## src/rtl/tmhq_pkg.sv

```systemverilog
`timescale 1ns / 1ps
// ---------------------------------------------------------------------------
// Timer min-heap queue package
// Operation and result codes, fixed field widths and the controller states.
// ---------------------------------------------------------------------------
package tmhq_pkg;

	localparam int CONN_W    = 10;
	localparam int TIMEOUT_W = 31;
	localparam int NOW_W     = 47;
	localparam int WAIT_W    = 32;

	localparam logic [WAIT_W-1:0] WAIT_MAX   = 32'h7FFF_FFFF;
	localparam logic [WAIT_W-1:0] WAIT_EMPTY = 32'hFFFF_FFFF;

	typedef enum logic [1:0] {
		FN_ADD    = 2'd0,
		FN_UPDATE = 2'd1,
		FN_CANCEL = 2'd2,
		FN_TICK   = 2'd3
	} func_t;

	typedef enum logic [1:0] {
		KIND_ACK    = 2'd0,
		KIND_CLOSED = 2'd1,
		KIND_WAIT   = 2'd2
	} kind_t;

	typedef enum logic [3:0] {
		ST_CLR,
		ST_IDLE,
		ST_DEC,
		ST_CAN_WR,
		ST_SU_START,
		ST_SU_CMP,
		ST_SD_START,
		ST_SD_LEFT,
		ST_SD_CMP,
		ST_PLACE,
		ST_ACK,
		ST_TK_RD,
		ST_TK_CHK,
		ST_POP_RD
	} state_t;

endpackage

```

## src/rtl/tmhq_ram.sv

```systemverilog
`timescale 1ns / 1ps
// ---------------------------------------------------------------------------
// Timer queue RAM
// Simple dual-port synchronous RAM: one write port, one read port with a
// registered read that holds its data until the next read.
// ---------------------------------------------------------------------------
module tmhq_ram
	import tmhq_pkg::*;
#(
	parameter int DATA_W = 8,
	parameter int DEPTH  = 32
) (
	input  logic                     clk,
	input  logic                     we,
	input  logic [$clog2(DEPTH)-1:0] waddr,
	input  logic [DATA_W-1:0]        wdata,
	input  logic                     re,
	input  logic [$clog2(DEPTH)-1:0] raddr,
	output logic [DATA_W-1:0]        rdata
);

	logic [DATA_W-1:0] mem [DEPTH];

	always_ff @(posedge clk) begin
		if (we) begin
			mem[waddr] <= wdata;
		end
		if (re) begin
			rdata <= mem[raddr];
		end
	end

endmodule
```

## config.mk

```make
export PLATFORM = sky130hd
export DESIGN_NAME = tmhq_ram
export DESIGN_NICKNAME = d
export VERILOG_FILES = /design/src/rtl/tmhq_pkg.sv /design/src/rtl/tmhq_ram.sv
export SDC_FILE = /design/constraint.sdc
export NUM_CORES = 1
export LEC_CHECK = 0
export BUFFER_PORTS_ARGS = -buffer_cell sky130_fd_sc_hd__buf_2
export CAP_MARGIN = 10
export CORE_ASPECT_RATIO = 1.25
export CORE_UTILIZATION = 60
export DETAILED_ROUTE_END_ITERATION = 12
export PLACE_DENSITY = 0.77
export REMOVE_ABC_BUFFERS = 1
export SYNTH_ARGS = -nofsm -noshare
export SYNTH_HDL_FRONTEND = slang
export SYNTH_SLANG_ARGS = --single-unit
```

## constraint.sdc

```tcl
create_clock -name clk -period 6.7 [get_ports clk]
set_clock_uncertainty 0.1 [all_clocks]
set_input_delay 0.335 -clock clk [delete_from_list [all_inputs] [get_ports clk]]
set_output_delay 0.335 -clock clk [all_outputs]
set_load 0.005 [all_outputs]
```

==> results summary, run 1 <==
The share of synthesized area spent on multiplexers is a little under a fifth. The area share of the largest cell type after synthesis came out at roughly four fifths. The largest driver fanout on the critical path is 37. The final period demand of the worst path is 2.822 ns.

After detailed routing, the number of remaining DRC violations is 0. The setup TNS after final layout is 0 ns. The final layout contains routed wiring with a total length of 19.22 mm. The post-synthesis cell area is 0.01013 mm2. Detailed placement ended at an HPWL of 11.41 mm.

For this run, the register share of the synthesized area comes to slightly below 80%. The number of distinct library cells after synthesis came out at 14. The top-level I/O count came out at 29.

Among cell families on the critical path, the largest total delay comes from multiplexers. The fraction of the mapped netlist area in simple logic gates came out at ~2.0%. The remaining antenna violation count is 0. The mean cell area of the mapped netlist came out at between 20 and 25 um2. Global routing used a little under a quarter of the available tracks across all layers. The standby leakage power came out at between 3 and 4 nW.

The most frequent cell after synthesis is sky130_fd_sc_hd__edfxtp_1. Walking the worst path, the cells encountered are buf_4 -> buf_4 -> mux4_2 -> mux4_2 -> mux2_2. The maximum number of pins on one net before global-route repair is 65.

For this run, the leading register cell type out of synthesis is sky130_fd_sc_hd__edfxtp_1. The fraction of final layout cells sized beyond drive strength 1 is 32.48%. After synthesis, the largest family of logic cells by area is multiplexers.

The global-route wire length before repair is a little under 30 mm. The worst path uses between 40% and 50% of the clock period. The number of global-route vias before repair is roughly 4500.

At the pin with the least slew margin, the transition time is 0.9804 ns. Setup violations remaining at the end of the flow were counted as 0. The worst setup path is captured at a register. Max-cap violations in this run came to 0.

The share of the core filled with cells is 68.23%. The achievable frequency is approximately 350 MHz. The synthesized design spends more area on one cell type than any other, namely sky130_fd_sc_hd__edfxtp_1. For this run, asynchronously set or reset flops after synthesis account for 0%.

The number of antenna violations at the first check in global routing is 1. The routability congestion estimate from global placement came out at around 0.76. The delay of the slowest cell on the worst path came out at about 0.7 ns. Yosys mapped a number of flops with a built-in enable equal to approximately 260. The violation count after the first detailed-route iteration came out at a little under 500. The area of the multi-input gates is between 0.002 and 0.0025 mm2. The effective utilization at floorplan came out at between 60 and 70%. The critical path depth in cells is 5.

Summing the areas of all fa, ha and maj instances in the mapped netlist gives 0% of the synthesized area. The critical-path cell with the highest stage delay is sky130_fd_sc_hd__buf_4. The worst setup path is launched from an input pin.

The latest clock arrival within the worst-skew pair came out at roughly 0.5 ns. Overall power consumption after layout is estimated at 3.233 mW. At the worst endpoint, the required time is 6.86 ns. The number of setup buffers added after CTS is 0. The number of gates given a new drive strength after cts came out at 0. In this run the number of H-tree levels came out at 1. The flow ran to the end, and the final reports show no timing, DRC or antenna violations. The data arrival time of the critical path is just under 3 ns.

The core region is 0.01633 mm2. After detailed routing, the number of vias per cell comes to roughly 6.5. The worst voltage drop across the vdd grid is 260.5 uV. By area the synthesized netlist is led by sky130_fd_sc_hd__edfxtp_1 (78%), sky130_fd_sc_hd__mux4_2 (18%), sky130_fd_sc_hd__nor2_1 (1.2%), sky130_fd_sc_hd__mux2_2 (0.89%), sky130_fd_sc_hd__buf_4 (0.44%). The number of synthesized register bits came out at 264.

The number of buffers added by the clock tree synthesis step came out at 23. Before antenna repair, the detailed router went through 5 iterations. The number of stages on the worst hold path is 1. Sorting the synthesized cells by how often they occur yields sky130_fd_sc_hd__edfxtp_1 (264), sky130_fd_sc_hd__mux4_2 (80), sky130_fd_sc_hd__nor2_1 (33), sky130_fd_sc_hd__mux2_2 (8). In this run the tightest slew margin relative to its limit is 34.64%.

The root buffer cell chosen for the clock tree is sky130_fd_sc_hd__clkbuf_16. The number of hold-slack violations in the final timing report is 0. TritonCTS built the clock tree. In the final design database the tool counted ~470 nets. The layout-stage area growth over the synthesis result is 9.964%. After clock tree synthesis, the clock-pin slew on the worst setup and hold paths is ~0.070 ns. After floorplanning, the core was divided into 52 placement rows. In this run the tool buffered the top-level ports with 28 buffer cells. Setup repair after global routing left no endpoint under its margin. In this run the worst hold path is classified as input pin to register. The floorplan die height came out at approximately 150 um.

The number of max-slew violations in the final report is 0. Synthesis produced a netlist whose cell count is about 420. The die width came out at ~120 um. Counting along the longest clock path gives a buffer depth of 3.

Across the whole layout, storage elements account for just under 0.008 mm2. Counting both buffers and inverters, the worst setup path holds a total of 2. The synthesized-area fraction occupied by ao, oa, aoi and oai cells is 0%. The worst setup path is of the input pin to register kind. The layout has between 900 and 1000 filler cells.

The routed length per placed instance came out at 28.06 um. After Yosys synthesis, XOR and XNOR cells account for 0% of the synthesized area. The total number of vias is ~4400.

For this design, the CTS-stage hold fixing added 0 buffers. The clock net sink count is 264. The area enclosed by the die boundary came out at approximately 0.017 mm2. The final global-route overflow total came out at 0. The worst-case reg-to-reg path depth is 3. For this run, the number of Yosys warnings is 0.

The power density over cell area is roughly 290 mW/mm2.
## report_power, final
| part | switching [mW] | internal [mW] | total, mW |
|---|---|---|---|
| clock | 0.549 | 0.671 | 1.22 |
| sequential | 0.00623 | 1.84 | 1.85 |
| combinational | 0.0927 | 0.0708 | 0.163 |
## cell usage in the layout (no fill, tap or decap), drive strengths merged
master,Yosys,final
edfxtp,264,264
mux4,80,80
nor2,33,33
buf,14,30
clkbuf,6,28
clkinv,0,12
mux2,8,8
nand3b,5,5
or3b,3,3
nand3,2,2
diode,0,1
nand2,1,1
or3,1,1
bufinv,0,1
## worst register-to-register path, cell delays in order, from the launching register on
cell and delay [ns]:
sky130_fd_sc_hd__edfxtp_1 0.41, sky130_fd_sc_hd__mux4_2 0.49, sky130_fd_sc_hd__mux4_2 0.54, sky130_fd_sc_hd__mux2_2 0.30
## area by class of cell
cell class | instances | area share [%]
Multi-Input combinational cell | 133 | 18.84
Clock inverter | 13 | 0.8197
Timing Repair Buffer | 30 | 1.415
Sequential cell | 264 | 71.14
Antenna cell | 1 | 0.02246
Tap cell | 216 | 2.425
Clock buffer | 28 | 5.333
## path summary, 6_finish.rpt
path                                 start       end  slack (ns)
worst max-delay path              raddr[0]  rdata[5]        3.88
worst min-delay path                    re  rdata[7]        0.09
worst max register to register  mem[22][7]  rdata[7]        4.62
worst min register to register  mem[13][2]  rdata[2]        0.88
## flip-flops by register name, summed over array words and instances, names as in the netlist
register  cells
mem         256
rdata         8
## through the flow
stage,std cells,setup WS (ns),hold slack (ns),instance area (um2)
4_1_cts,684,3.795,0.08478,11140
5_1_grt,684,3.712,0.08257,11140
3_5_place_dp,643,3.301,0.6068,10460
3_3_place_gp,643,3.316,0.6150,10460
2_1_floorplan,397,4.835,0.3339,10030
6_report,685,3.878,0.09222,11140
## kinds of logic after synthesis
| logic type | Yosys count |
|---|---|
| simple gates | 45 |
| buf+inv | 20 |
| flops | 264 |
| mux | 88 |
## per-layer routing
| layer | vias to the layer above | track usage (%) | share of wire [%] |
|---|---|---|---|
| met5 | - | 0 | 0 |
| met4 | 0 | 8.205 | 2.6 |
| met3 | 27 | 4.425 | 8.3 |
| met2 | 236 | 36.59 | 49 |
| met1 | 2315 | 34.13 | 40 |
| li1 | 1847 | - | - |
(Power assumes the default switching activity.)
==> run 2: changes to the inputs <==
--- a/config.mk
+++ b/config.mk
@@ -8,9 +8,9 @@
 export BUFFER_PORTS_ARGS = -buffer_cell sky130_fd_sc_hd__buf_2
 export CAP_MARGIN = 10
 export CORE_ASPECT_RATIO = 1.25
-export CORE_UTILIZATION = 60
+export CORE_UTILIZATION = 55
 export DETAILED_ROUTE_END_ITERATION = 12
-export PLACE_DENSITY = 0.77
+export PLACE_DENSITY = 0.75
 export REMOVE_ABC_BUFFERS = 1
 export SYNTH_ARGS = -nofsm -noshare
 export SYNTH_HDL_FRONTEND = slang
==> constraint.sdc (replaced) <==
create_clock -name clk -period 2.5 [get_ports clk]
set_clock_uncertainty 0.1 [all_clocks]
set_input_delay 0.125 -clock clk [delete_from_list [all_inputs] [get_ports clk]]
set_output_delay 0.125 -clock clk [all_outputs]
set_load 0.005 [all_outputs]
==> run 2 against run 1 <==
Against the previous run: design area is 2.8% higher; core utilization is 5.0 points lower; routed wire length is 1.6% higher; via count is 3.9% higher; combinational power grew to 2.8 times the previous value; die area is 8.9% higher; sequential share of layout area is 1.9 points lower; worst setup slack worse by 3.5 ns; register-to-register slack worse by 4.2 ns; largest cell class unchanged; highest routed layer unchanged.
==> results summary, run 2 (synthesis gave the netlist of run 1 again) <==
The run finished with clean final reports. The maximum number of pins on one net before global-route repair is 65. The floorplan step defined a die boundary enclosing about 0.019 mm2. The routed length per placed instance came out at between 20 and 30 um. For this design the static power due to leakage is between 3 and 4 nW. The global-route wire length before repair came out at ~30 mm.

The count of buffers added by post-CTS timing repair for setup came out at 0. Clock-pin slew was measured on the worst setup and hold paths at 0.06 ns. From left edge to right edge, the die measures 123.4 um. The tightest hold margin came out at 0.04366 ns.

Leaving out fill and tap cells, the most frequent cell in the layout is sky130_fd_sc_hd__edfxtp_1. The register with the most flip-flops in the layout has roughly 260 of them. Max-cap violations in this run came to 0.

TritonCTS built the clock tree. The HPWL after detailed placement came out at about 12 mm. The number of antenna violations at the first check in global routing is 0. In this run the remaining antenna-violating nets after routing total 0. Setup repair after global routing left no endpoint under its margin. The tree is rooted in a sky130_fd_sc_hd__clkbuf_16. The number of filler instances in the final layout is around 1200. For this design, the slowest cell found on the critical path is sky130_fd_sc_hd__mux4_2. The clock net sink count is between 200 and 300. The achievable frequency is ~480 MHz. In this run the number of H-tree levels came out at 1.

The final net count came out at 506. The library cells used most frequently in the layout, excluding fill and tap cells, are sky130_fd_sc_hd__edfxtp_1 (264), sky130_fd_sc_hd__mux4_2 (80), sky130_fd_sc_hd__nor2_1 (33). STA classifies the critical path endpoint as a register. The data arrival time of the critical path came out at ~2.2 ns. The number of diodes came out at 0. The DRC violation count after routing came out at 0. The total wirelength of the detailed-routed design is 19.54 mm. Registers are responsible for a little under three fifths of the overall power. The number of optimization iterations in the first detailed-route pass is 4. TritonCTS created 24 clock buffers.

The kind of critical path is register to register. The sequential cell area in the final layout came out at between 0.007 and 0.008 mm2. The worst register-to-register path begins at mem[6][1].

By instance count, the cell type seen most on the critical path is sky130_fd_sc_hd__mux4_2. At the worst endpoint, the required time is 2.66 ns. The per-cell via count in the routed design came out at 6.322. The register name with the most flops is mem. In this run the worst hold path is classified as input pin to register. The slew at the pin closest to its max-slew limit came out at 0.8654 ns. The largest registers in the layout are mem x256, rdata x8. The start point of the worst hold path is wdata[5]. The final critical-path share of the clock period came out at between 80% and 90%. The most critical setup path has its startpoint at mem[6][1].

The effective utilization at floorplan came out at a little under three fifths. The switching part of the total is between 10% and 20%. The standard cell core area came out at between 0.015 and 0.02 mm2.

The routability congestion estimate from global placement came out at between 0.7 and 0.8. The number of hold-slack violations in the final timing report came out at 0. The floorplan die height came out at between 150 and 200 um. The count of buffers added on input and output ports is 28. The final period demand of the worst path came out at between 2 and 2.5 ns. The worst setup path is launched from a register.

In this run the count of I/O pins placed on the die edge is 29. The number of global-route vias before repair came out at 4617. The signal on the critical path passes through mux4_2 -> mux4_2 -> mux2_2. The area of the multi-input gates came out at 0.002100 mm2.

The number of max-slew violations in the final report is 0. The number of gates given a new drive strength after cts came out at 0. The part of the total power dissipated in the clock network came out at a little under two fifths. The layout-stage area growth over the synthesis result is 13.00%.

The delay of the slowest cell on the worst path came out at 0.53 ns. IR analysis of the VDD net gives a maximum drop of between 400 and 500 uV. The number of core rows is 55.

Setup violations remaining at the end of the flow were counted as 0. After clock tree synthesis, the flow added hold-fix buffers numbering 1. The analysis attributes to net switching a power of 1.718 mW. Power spread over the standard cell area amounts to approximately 760 mW/mm2. The internal power of the cells totals 6.962 mW. The overall global routing resource usage is approximately 22%.

The worst-case headroom to the max-slew limit is 42.10%. After the first detailed-routing iteration, the DRC count stood at roughly 560. Summing over every cut layer, the via total after detailed routing is approximately 4600. The fraction of final layout cells sized beyond drive strength 1 came out at a little over a third. The largest driver fanout on the critical path is 1. The part of the total power dissipated in combinational logic came out at 5.3%. The final global-route overflow total is 0. Across all register-to-register paths, the minimum setup slack is 0.42 ns.

The setup TNS after final layout is 0 ns. The clock passes through at most 3 buffers. At the later pin of the worst-skew pair, clock insertion delay measures between 0.5 and 0.6 ns.
## run 2: cell types whose count changed in the layout (fill, tap and decap cells not counted), sizes merged
| cell | delta |
|---|---|
| buf | +31 |
| inv | +1 |
| diode | -1 |
| bufinv | -1 |
| clkinv | -4 |
| dlygate4sd3 | +1 |
| clkbuf | +3 |
## run 2: final cells by class
class                   instances  area share [%]
flip-flops and latches        264           69.23
multi-input cells             133           18.33
well taps                     228           2.491
clock inverters                 9          0.3496
repair buffers                 62           3.934
clock buffers                  31           5.660
## run 2: final timing paths
kind                    end  cells past startpoint
setup / recovery   rdata[1]                      3
hold / removal    mem[7][5]                      1
hold reg to reg    rdata[0]                      3
setup reg to reg   rdata[1]                      3
## run 2: stage by stage
stage          instance area, um2  total power [mW]  setup WS [ns]  std cells  utilization, %
6_report                    11450             8.680         0.4226        727           63.27
5_1_grt                     11450             8.924         0.4090        727           63.27
4_1_cts                     11450             8.738         0.4149        727           63.27
3_5_place_dp                10750             5.513         0.1969        686           59.41
3_3_place_gp                10750             5.493         0.1965        686           59.41
2_1_floorplan               10030             5.251         0.6475        397               -
## run 2: layer usage
layer,share of wire (%),GRT usage [%],vias to the layer above
met3,7.1,3.264,37
met4,2.5,7.286,0
met2,48,32.93,212
met1,42,34.29,2430
met5,0,0,-
li1,-,-,1917
## run 2: critical path: cells and delay by family, from the launching register on
family	cells	cell delay [ns]
flops	1	0.39
mux	3	1.34
## run 2: power groups by stage
stage	sequential [mW]	clock [mW]	combinational (mW)
floorplan	5.05	0	0.205
global placement	5.05	0	0.443
detailed placement	5.05	0	0.459
CTS	4.96	3.31	0.464
global route	4.96	3.47	0.490
finish	4.96	3.26	0.459
